$ cat src/design/lpdr_pkg.sv
// ----------------------------------------------------------------------------
// lpdr_pkg
// Shared types and constants of the length-prefixed deframer with marker
// resynchronisation.
// ----------------------------------------------------------------------------
package lpdr_pkg;

   localparam int unsigned FIELD_BITS = 16;

   localparam logic [FIELD_BITS-1:0] MAX_LENGTH_RESET = 16'd2000;

   localparam logic [7:0] MARKER_S    = 8'h73;
   localparam logic [7:0] MARKER_R    = 8'h72;
   localparam logic [7:0] MARKER_ZERO = 8'h30;
   localparam logic [7:0] MARKER_ONE  = 8'h31;

   typedef struct packed {
      logic                  last_of_packet;
      logic [FIELD_BITS-1:0] frame_length;
      logic [FIELD_BITS-1:0] byte_index;
      logic [7:0]            payload_byte;
   } result_type;

endpackage

$ cat src/design/length_prefixed_deframer_resync_unit.sv
// ----------------------------------------------------------------------------
// length_prefixed_deframer_resync_unit
// Byte-stream deframer: two-byte little-endian length, then payload bytes
// tagged with index, length and last flag; marker hunt on bad lengths.
// ----------------------------------------------------------------------------
// One stream byte is taken every cycle while the result side keeps up. An
// accepted byte is held in the input register and is stepped through
// lpdr_core once the output register is free; a payload step loads its
// result into the output register, which drives rsp_tvalid. While an untaken
// result holds the output register the step stalls, and the input register
// holds at most one waiting byte. Length bytes and hunted bytes yield no
// transaction.
// max_length (reset 2000) must be written only while the block is idle.
module length_prefixed_deframer_resync_unit #(
   parameter int unsigned LENGTH_BITS = 16
) (
   input  logic        clock,
   input  logic        reset,
   input  logic        req_tvalid,
   output logic        req_tready,
   input  logic [7:0]  req_tdata,   // [7:0] stream_byte
   output logic        rsp_tvalid,
   input  logic        rsp_tready,
   output logic [39:0] rsp_tdata,   // [7:0] payload_byte, [23:8] byte_index,
                                    // [39:24] frame_length
   output logic        rsp_tlast,   // last_of_packet
   input  logic        csr_we,
   input  logic [15:0] csr_wdata    // max_length
);

   logic                 in_valid_ff, in_valid_in;
   logic [7:0]           in_byte_ff;
   logic                 rsp_valid_ff, rsp_valid_in;
   lpdr_pkg::result_type rsp_ff;
   logic [15:0]          max_length_ff;
   logic                 out_free;
   logic                 step_en;
   logic                 req_fire;
   logic                 core_valid;
   lpdr_pkg::result_type core_res;

   assign out_free    = !rsp_valid_ff || rsp_tready;
   assign req_tready  = !in_valid_ff || out_free;
   assign req_fire    = req_tvalid && req_tready;
   assign step_en     = in_valid_ff && out_free;
   assign in_valid_in = req_fire || (in_valid_ff && !out_free);
   assign rsp_valid_in = out_free ? (step_en && core_valid) : 1'b1;

   lpdr_core #(
      .LENGTH_BITS (LENGTH_BITS)
   ) u_core (
      .clock      (clock),
      .reset      (reset),
      .step_en    (step_en),
      .step_byte  (in_byte_ff),
      .max_length (max_length_ff),
      .res_valid  (core_valid),
      .res        (core_res)
   );

   always_ff @(posedge clock) begin
      if (reset) begin
         in_valid_ff   <= 1'b0;
         rsp_valid_ff  <= 1'b0;
         max_length_ff <= lpdr_pkg::MAX_LENGTH_RESET;
      end else begin
         in_valid_ff  <= in_valid_in;
         rsp_valid_ff <= rsp_valid_in;
         if (csr_we) begin
            max_length_ff <= csr_wdata;
         end
      end
   end

   always_ff @(posedge clock) begin
      if (req_fire) begin
         in_byte_ff <= req_tdata;
      end
      if (step_en && core_valid) begin
         rsp_ff <= core_res;
      end
   end

   assign rsp_tvalid = rsp_valid_ff;
   assign rsp_tdata  = {rsp_ff.frame_length, rsp_ff.byte_index, rsp_ff.payload_byte};
   assign rsp_tlast  = rsp_ff.last_of_packet;

endmodule

$ cat src/design/lpdr_core.sv
// ----------------------------------------------------------------------------
// lpdr_core
// Per-byte state update: length assembly, payload tagging and marker hunt.
// ----------------------------------------------------------------------------
module lpdr_core #(
   parameter int unsigned LENGTH_BITS = 16
) (
   input  logic                              clock,
   input  logic                              reset,
   input  logic                              step_en,
   input  logic [7:0]                        step_byte,
   input  logic [lpdr_pkg::FIELD_BITS-1:0]   max_length,
   output logic                              res_valid,
   output lpdr_pkg::result_type              res
);

   typedef enum logic [1:0] {
      MODE_LEN_LO,
      MODE_LEN_HI,
      MODE_PAYLOAD,
      MODE_HUNT
   } mode_type;

   mode_type               mode_ff, mode_in;
   logic [7:0]             low_ff, low_in;
   logic [LENGTH_BITS-1:0] held_ff, held_in;
   logic [LENGTH_BITS-1:0] taken_ff, taken_in;
   logic [1:0]             progress_ff, progress_in;

   logic [2*8-1:0]         raw_length;
   logic [LENGTH_BITS-1:0] assembled;
   logic                   length_ok;
   logic [LENGTH_BITS:0]   taken_next;
   logic                   last;
   logic [2:0]             feed_low;
   logic [2:0]             feed_high;
   logic [2:0]             feed_hunt;

   function automatic logic [2:0] marker_feed(input logic [1:0] prog, input logic [7:0] ch);
      logic [2:0] r;
      r = 3'b000;
      case (prog)
         2'd0: r = {1'b0, (ch == lpdr_pkg::MARKER_S)    ? 2'd1 : 2'd0};
         2'd1: r = {1'b0, (ch == lpdr_pkg::MARKER_R)    ? 2'd2 : 2'd0};
         2'd2: r = {1'b0, (ch == lpdr_pkg::MARKER_ZERO) ? 2'd3 : 2'd0};
         default: r = {(ch == lpdr_pkg::MARKER_ZERO) || (ch == lpdr_pkg::MARKER_ONE), 2'd0};
      endcase
      return r;
   endfunction

   assign raw_length = {step_byte, low_ff};
   assign assembled  = raw_length[LENGTH_BITS-1:0];
   assign length_ok  = (assembled != '0) &&
                       (lpdr_pkg::FIELD_BITS'(assembled) <= max_length);
   assign taken_next = {1'b0, taken_ff} + (LENGTH_BITS+1)'(1);
   assign last       = taken_next >= {1'b0, held_ff};
   assign feed_low   = marker_feed(2'd0, low_ff);
   assign feed_high  = marker_feed(feed_low[1:0], step_byte);
   assign feed_hunt  = marker_feed(progress_ff, step_byte);

   always_comb begin
      mode_in     = mode_ff;
      low_in      = low_ff;
      held_in     = held_ff;
      taken_in    = taken_ff;
      progress_in = progress_ff;
      res_valid   = 1'b0;
      res.payload_byte   = step_byte;
      res.byte_index     = lpdr_pkg::FIELD_BITS'(taken_ff);
      res.frame_length   = lpdr_pkg::FIELD_BITS'(held_ff);
      res.last_of_packet = last;
      if (step_en) begin
         case (mode_ff)
            MODE_LEN_LO: begin
               low_in  = step_byte;
               mode_in = MODE_LEN_HI;
            end
            MODE_LEN_HI: begin
               held_in = assembled;
               if (length_ok) begin
                  taken_in = '0;
                  mode_in  = MODE_PAYLOAD;
               end else begin
                  progress_in = feed_high[1:0];
                  mode_in     = MODE_HUNT;
               end
            end
            MODE_PAYLOAD: begin
               res_valid = 1'b1;
               if (last) begin
                  taken_in = '0;
                  mode_in  = MODE_LEN_LO;
               end else begin
                  taken_in = taken_next[LENGTH_BITS-1:0];
               end
            end
            default: begin
               progress_in = feed_hunt[1:0];
               if (feed_hunt[2]) begin
                  mode_in = MODE_LEN_LO;
               end
            end
         endcase
      end
   end

   always_ff @(posedge clock) begin
      if (reset) begin
         mode_ff     <= MODE_LEN_LO;
         low_ff      <= '0;
         held_ff     <= '0;
         taken_ff    <= '0;
         progress_ff <= '0;
      end else begin
         mode_ff     <= mode_in;
         low_ff      <= low_in;
         held_ff     <= held_in;
         taken_ff    <= taken_in;
         progress_ff <= progress_in;
      end
   end

`ifndef SYNTHESIS
   a_payload_in_range: assert property (@(posedge clock) disable iff (reset)
      mode_ff == MODE_PAYLOAD |-> (held_ff != '0) && (taken_ff < held_ff))
      else $error("payload counter outside packet length");

   a_progress_only_hunting: assert property (@(posedge clock) disable iff (reset)
      mode_ff != MODE_HUNT |-> progress_ff == 2'd0)
      else $error("marker progress held outside hunt");

   a_result_only_payload: assert property (@(posedge clock) disable iff (reset)
      res_valid |-> step_en && (mode_ff == MODE_PAYLOAD))
      else $error("result outside payload");

   a_last_returns_to_length: assert property (@(posedge clock) disable iff (reset)
      res_valid && res.last_of_packet |=> mode_ff == MODE_LEN_LO)
      else $error("final byte did not return to length read");

   a_reject_starts_hunt: assert property (@(posedge clock) disable iff (reset)
      step_en && (mode_ff == MODE_LEN_HI) && !length_ok |=> mode_ff == MODE_HUNT)
      else $error("rejected length did not start hunt");
`endif

endmodule
$ cat config.mk
export PLATFORM = sky130hd
export DESIGN_NAME = length_prefixed_deframer_resync_unit
export DESIGN_NICKNAME = d
export VERILOG_FILES = /design/src/design/lpdr_pkg.sv /design/src/design/length_prefixed_deframer_resync_unit.sv /design/src/design/lpdr_core.sv
export SDC_FILE = /design/constraint.sdc
export NUM_CORES = 1
export LEC_CHECK = 0
export ABC_CLOCK_PERIOD_IN_PS = 5000
export BUFFER_PORTS_ARGS = -buffer_cell sky130_fd_sc_hd__buf_2
export CAP_MARGIN = 40
export CORE_ASPECT_RATIO = 0.7
export CORE_UTILIZATION = 60
export DETAILED_ROUTE_END_ITERATION = 12
export PLACE_DENSITY = 0.89
export SYNTH_ARGS = -nofsm -noshare
export SYNTH_HDL_FRONTEND = slang
export SYNTH_SLANG_ARGS = --single-unit
$ cat constraint.sdc
create_clock -name clock -period 5 [get_ports clock]
set_input_delay 0.75 -clock clock [delete_from_list [all_inputs] [get_ports clock]]
set_output_delay 0.75 -clock clock [all_outputs]
set_load 0.02 [all_outputs]
=== Yosys cells after proc, flatten, opt, wreduce, memory -nomap -nowiden ===
Index checks and enable logic that the tools add are counted.
W data, S select, Z words.

* Register bits: 111
* Input bits: 29
* Output and inout port bits: 43

* $add $sub $neg: 1
* $lt $le $gt $ge: 2
* Equality and inequality tests: 14
* Muxes and demuxes: 18
* Bitwise operators: 1
* Reduce and logical (&&, ||, !) cells: 24

{| class="wikitable"
|+ Operators by type and width
! kind !! count
|-
| $mux W16 || 2
|-
| $pmux W16 S2 || 1
|-
| $eq A8 B7 Y1 const B || 3
|-
| $add A16 B1 Y17 const B || 1
|-
| $ge A17 B16 Y1 || 1
|-
| $eq A8 B6 Y1 const B || 2
|-
| $le A16 B16 Y1 || 1
|-
| $reduce_bool A16 Y1 || 1
|-
| $pmux W2 S3 || 2
|-
| $mux W2 || 5
|-
| $pmux W3 S3 || 1
|-
| $reduce_and A3 Y1 || 3
|-
| $eq A2 B1 Y1 const B || 3
|-
| $eq A2 B2 Y1 const B || 3
|-
| $logic_not A2 Y1 || 3
|-
| $mux W1 || 6
|-
| $logic_and A1 B1 Y1 || 5
|-
| $logic_or A1 B1 Y1 || 4
|-
| $ne A2 B1 Y1 const B || 2
|-
| $pmux W2 S2 || 1
|-
| $reduce_and A2 Y1 || 2
|-
| $reduce_bool A4 Y1 || 1
|-
| $logic_not A1 Y1 || 3
|-
| $ne A2 B2 Y1 const B || 1
|-
| 3 further kinds || 3
|}

=== Depth between registers and ports, before layout ===
* Depth in word-level cells: 6
* Depth in mapped cells: 15
* Gate-level depth less buffers: 13

=== Hierarchy ===
A second synthesis with hierarchy kept.

* Cell total of the unflattened synthesis: 492
* Area total of the unflattened synthesis: 5205.0 um^2

{| class="wikitable"
|+ Modules (own cells, without submodules)
! module !! times used !! cells an instance !! area an instance (um^2) !! seq. area each (um^2)
|-
| lpdr_core || 1 || 380 || 3042.9 || 880.8
|-
| length_prefixed_deframer_resync_unit || 1 || 112 || 2162.1 || 1831.8
|}

=== Worst setup path before layout ===
OpenSTA, ideal clock, no wires.

* Path kind: reg2reg
* Start: reg u_core.taken_ff[0]
* End: reg u_core.taken_ff[5]
* Library setup time: 0.070 ns
* Data arrival time: 2.882 ns
* Required time: 4.930 ns
* Slack: 2.048 ns
* Cell stages (with the launch flop): 15
* Cell sequence: dfxtp_1 ha_1 nand2_1 nor3_2 nand3_1 xnor2_1 ha_1 a211oi_1 o21bai_1 o21bai_1 o311ai_4 nor2_4 buf_6 nand4b_1 a21oi_1

* Longest elaborated chain between the ends: 4

{| class="wikitable"
|+ RTL lines
! element !! line !! RTL
|-
| start, declared || lpdr_core.sv:27 || <nowiki>logic [LENGTH_BITS-1:0] taken_ff, taken_in;</nowiki>
|-
| start signal, assigned || lpdr_core.sv:118 || <nowiki>taken_ff <= taken_in;</nowiki>
|-
| $add A16 B1 Y17 * || lpdr_core.sv:55 || <nowiki>assign taken_next = {1'b0, taken_ff} + (LENGTH_BITS+1)'(1);</nowiki>
|-
| $ge A17 B16 Y1 || lpdr_core.sv:56 || <nowiki>assign last = taken_next >= {1'b0, held_ff};</nowiki>
|-
| $mux W16 * || lpdr_core.sv:90 || <nowiki>if (last) begin</nowiki>
|-
| $pmux W16 S2 * || lpdr_core.sv:73 || <nowiki>case (mode_ff)</nowiki>
|}

Mark *: on every way between the ends. The rest lies on a longest branch, timed or not.
A chain may end at the register's enable or synchronous reset.

=== Worst setup path in the final report ===
* Start: reg u_core.taken_ff[0]
* End: reg u_core.taken_ff[8]

Same word-level chain as after synthesis.

==> flow_summary.rst <==
.. list-table::
   :header-rows: 1

   * - Metric
     - Value
   * - Cell row count
     - 27
   * - # fillers
     - 558
   * - Total DRC errors in the routed layout
     - 0
   * - Class of the most critical hold timing path
     - flip-flop to flip-flop
   * - RePlAce Congestion
     - about 0.93
   * - Net count of the mapped netlist
     - between 500 and 600
   * - Number of vias in the routed layout
     - just over 4000
   * - CTS tree
     - built
   * - Layout net count
     - ~620
   * - Utilization after layout
     - 0.7216
   * - Register bit count reported by yosys
     - around 110
   * - Total clock sinks
     - around 110
   * - Worst slew pin tran
     - between 0.8 and 0.9 ns
   * - Syn Std Cell Area
     - between 5000 and 6000 sq um
   * - Total gr overflow
     - 0
   * - Number of placed I/O pins
     - approximately 70
   * - Total track usage
     - 0.2777
   * - Number of slew-limit violations in the final report
     - 0
   * - Wire length of the first global-routing pass
     - 19.15 mm
   * - Max-cap check violation count
     - 0
   * - Antenna diode count
     - 0
   * - First-pass iteration count of the detailed router
     - 5
   * - Number of flops mapped to enable cells by yosys
     - just under 50
   * - Arrival time at the worst endpoint
     - 4.23 ns
   * - Die width
     - 113.1 um
   * - Post-placement worst setup slack
     - about 1.2 ns
   * - Share of async-settable or async-resettable flops after synthesis
     - 0
   * - Via count of the first global-routing pass
     - between 3000 and 4000
   * - H-tree Lvls
     - 3
   * - Count of final hold-check violations
     - 0
   * - Rel. slew slack
     - 0.4189
   * - Iteration-0 DRC Markers
     - approximately 320
   * - Number of buffers added to fix hold violations after cts
     - 0
   * - Leakage power total
     - about 2.3 nW
   * - Sequential cell area
     - about 2700 sq um
   * - RSZ-0062 raised after global routing
     - no
   * - Post-detailed-routing wire length
     - 11.69 mm
   * - Sequential element share of the synthesized area
     - 0.5230
   * - Critical Path End Type
     - flip-flop
   * - Launching element type of the critical path
     - flip-flop
   * - Root Buffer Master
     - sky130_fd_sc_hd__clkbuf_16
   * - Final clock skew
     - ~0.0078 ns
   * - Setup fix buffers added after clock tree synthesis
     - 0
   * - Crit Path Max Fanout
     - 17
   * - Area overhead of the layout relative to synthesis
     - 12.81%
   * - Area occupied by multi-input gates
     - between 2000 and 2500 sq um
   * - Tcrit/Tclk final
     - 0.7994
   * - Number of endpoints failing setup at the final stage
     - 0
   * - Post-DP HPWL
     - 8.262 mm
   * - Clock period minus final worst setup slack
     - ~4 ns
   * - Clock input transition at the sequential cells of the worst setup and hold paths
     - around 0.070 ns
   * - Syn avg cell area
     - roughly 11 sq um
   * - Number of buffers added by the clock tree synthesis step
     - 9
   * - Dominant register cell in the synthesized netlist
     - sky130_fd_sc_hd__dfxtp_1
   * - Total die area
     - around 9000 sq um
   * - Standard cell core area
     - around 8000 sq um
   * - Via density per instance
     - 6.152
   * - Endpoint required time on the critical path
     - ~5.2 ns
   * - Count of yosys warnings during synthesis
     - 0
   * - Wire per inst
     - roughly 18 um
   * - VDD IR-drop max
     - approximately 0.22 mV
   * - Insertion delay of the later-clocked pin in the worst-skew pair
     - between 0.3 and 0.4 ns
   * - Antenna violations before repair
     - 0
   * - Distinct cells, synth
     - just under 60
   * - Final ANT Viol Nets
     - 0
   * - Vertical die dimension
     - ~80 um
   * - Number of instances in the synthesized netlist
     - 487
   * - Post-CTS resize count
     - 0
   * - Share of final-layout standard cells stronger than drive strength 1
     - 0.1986
   * - Start-to-end type of the worst setup path
     - flip-flop to flip-flop
   * - Highest clock frequency the design can meet
     - ~250 MHz
   * - IO Port Bufs
     - 71
   * - Max Root-Sink Buffers
     - 2
   * - PwrDens
     - around 310 nW/um^2
   * - Post-route setup slack
     - around 1.0 ns
   * - Largest net degree at the start of global routing
     - a little over 60
   * - Final total negative setup slack
     - 0 ns
   * - Result of the run
     - finished clean
   * - Initial core utilization
     - 0.6397
worst max-delay path: stages, from the launching register on:
cell	delay, ns
sky130_fd_sc_hd__dfxtp_1	0.44
sky130_fd_sc_hd__ha_1	0.32
sky130_fd_sc_hd__nand2_1	0.17
sky130_fd_sc_hd__nor3_2	0.44
sky130_fd_sc_hd__nand3_1	0.15
sky130_fd_sc_hd__xnor2_1	0.24
sky130_fd_sc_hd__ha_1	0.29
sky130_fd_sc_hd__a211oi_1	0.23
sky130_fd_sc_hd__o21bai_1	0.12
sky130_fd_sc_hd__o21bai_1	0.26
sky130_fd_sc_hd__o311ai_4	0.21
sky130_fd_sc_hd__nor2_4	0.43
sky130_fd_sc_hd__nand2_1	0.29
sky130_fd_sc_hd__o32ai_1	0.26
cells by family after synthesis:
kind of cell / after synthesis / share of synthesized area
AO/OA/AOI/OAI: 91 / 0.1209
adder cells (fa/ha/maj): 33 / 0.07961
flip-flops: 111 / 0.5230
AND/OR/NAND/NOR: 158 / 0.1607
XOR/XNOR: 14 / 0.02364
multiplexers: 21 / 0.04077
buffers and inverters: 59 / 0.05139
stage by stage:
step	instances	total power (W)	hold slack [ns]	instance area (sq um)
final	660	0.001790	0.4771	5851
after floorplan	487	0.001092	0.4300	5186
after global routing	660	0.001846	0.4860	5851
after detailed placement	644	0.001134	0.4563	5578
after CTS	660	0.001792	0.4716	5851
after global placement	644	0.001124	0.4542	5578
per-layer routing:
| layer | global-route usage | wire length (um) | up-vias |
|---|---|---|---|
| li1 | - | - | 1886 |
| met5 | 0 | 0 | - |
| met4 | 0.1066 | 238 | 0 |
| met2 | 0.4411 | 5333 | 204 |
| met1 | 0.3633 | 5001 | 1940 |
| met3 | 0.07821 | 1120 | 30 |
synth_stat cells (3+ instances only):
| cell | instances | area share |
|---|---|---|
| sky130_fd_sc_hd__a21oi_1 | 43 | 0.041 |
| sky130_fd_sc_hd__nor3_1 | 8 | 0.0077 |
| sky130_fd_sc_hd__nor4_1 | 3 | 0.0036 |
| sky130_fd_sc_hd__edfxtp_1 | 49 | 0.28 |
| sky130_fd_sc_hd__nand3_1 | 35 | 0.034 |
| sky130_fd_sc_hd__inv_1 | 41 | 0.030 |
| sky130_fd_sc_hd__o21ai_0 | 9 | 0.0087 |
| sky130_fd_sc_hd__nor2_1 | 24 | 0.017 |
| sky130_fd_sc_hd__nor2b_1 | 3 | 0.0036 |
| sky130_fd_sc_hd__ha_1 | 33 | 0.080 |
| sky130_fd_sc_hd__mux2i_1 | 20 | 0.039 |
| sky130_fd_sc_hd__clkbuf_1 | 8 | 0.0058 |
| sky130_fd_sc_hd__nor2_4 | 3 | 0.0065 |
| sky130_fd_sc_hd__nand2_1 | 43 | 0.031 |
| sky130_fd_sc_hd__nand4_1 | 8 | 0.0097 |
| sky130_fd_sc_hd__xor2_1 | 5 | 0.0084 |
| sky130_fd_sc_hd__buf_1 | 3 | 0.0022 |
| sky130_fd_sc_hd__nand4b_1 | 5 | 0.0084 |
| sky130_fd_sc_hd__or3_1 | 4 | 0.0048 |
| sky130_fd_sc_hd__o21ai_1 | 3 | 0.0029 |
| sky130_fd_sc_hd__xnor2_1 | 9 | 0.015 |
| sky130_fd_sc_hd__o32ai_1 | 5 | 0.0084 |
| sky130_fd_sc_hd__o211ai_1 | 7 | 0.010 |
| sky130_fd_sc_hd__and4_1 | 4 | 0.0068 |
| sky130_fd_sc_hd__and3_1 | 4 | 0.0048 |
| sky130_fd_sc_hd__dfxtp_1 | 62 | 0.24 |
| sky130_fd_sc_hd__a21o_1 | 3 | 0.0043 |
where the power goes:
group | internal [W] | leakage, nW | switching [W]
Sequential | 0.000964 | 0.953 | 0.0000255
Combinational | 0.0000519 | 1.18 | 0.0000762
Clock | 0.000341 | 0.135 | 0.000331
Total | 0.00136 | 2.27 | 0.000433
cell type report:
class,instances,share of cell area
multi-input combinational,317,0.3772
sequential,111,0.4636
timing repair buffer,74,0.06459
tap,101,0.02160
inverter,41,0.02630
clock inverter,6,0.007485
clock buffer,10,0.03914
registers in the layout (all words and copies together), names as in the netlist:
signal / count
u_core.progress_ff: 2
u_core.low_ff: 8
u_core.taken_ff: 16
max_length_ff: 16
u_core.mode_ff: 2
rsp_tdata: 40
rsp_tvalid: 1
in_valid_ff: 1
u_core.held_ff: 16
rsp_tlast: 1
in_byte_ff: 8
worst paths after layout:
| check | endpoint | startpoint | cells past startpoint | slack [ns] |
|---|---|---|---|---|
| min reg2reg | rsp_tdata[28]$_DFFE_PP_ | u_core.held_ff[4]$_SDFFE_PP0P_ | 0 | 0.48 |
| max | u_core.taken_ff[8]$_SDFFE_PP0P_ | u_core.taken_ff[0]$_SDFFE_PP0P_ | 13 | 1.00 |
| max reg2reg | u_core.taken_ff[8]$_SDFFE_PP0P_ | u_core.taken_ff[0]$_SDFFE_PP0P_ | 13 | 1.00 |
| min | rsp_tdata[28]$_DFFE_PP_ | u_core.held_ff[4]$_SDFFE_PP0P_ | 0 | 0.48 |
cell usage in the layout (no fill, tap or decap), types with 20 or more instances in the layout:
cell type	instances
sky130_fd_sc_hd__buf_2	71
sky130_fd_sc_hd__edfxtp_1	49
sky130_fd_sc_hd__a21oi_1	43
sky130_fd_sc_hd__nor2_1	24
sky130_fd_sc_hd__dfxtp_1	62
sky130_fd_sc_hd__nand2_1	43
sky130_fd_sc_hd__mux2i_1	20
sky130_fd_sc_hd__nand3_1	35
sky130_fd_sc_hd__ha_1	33
sky130_fd_sc_hd__inv_1	41
(Power assumes the default switching activity.)
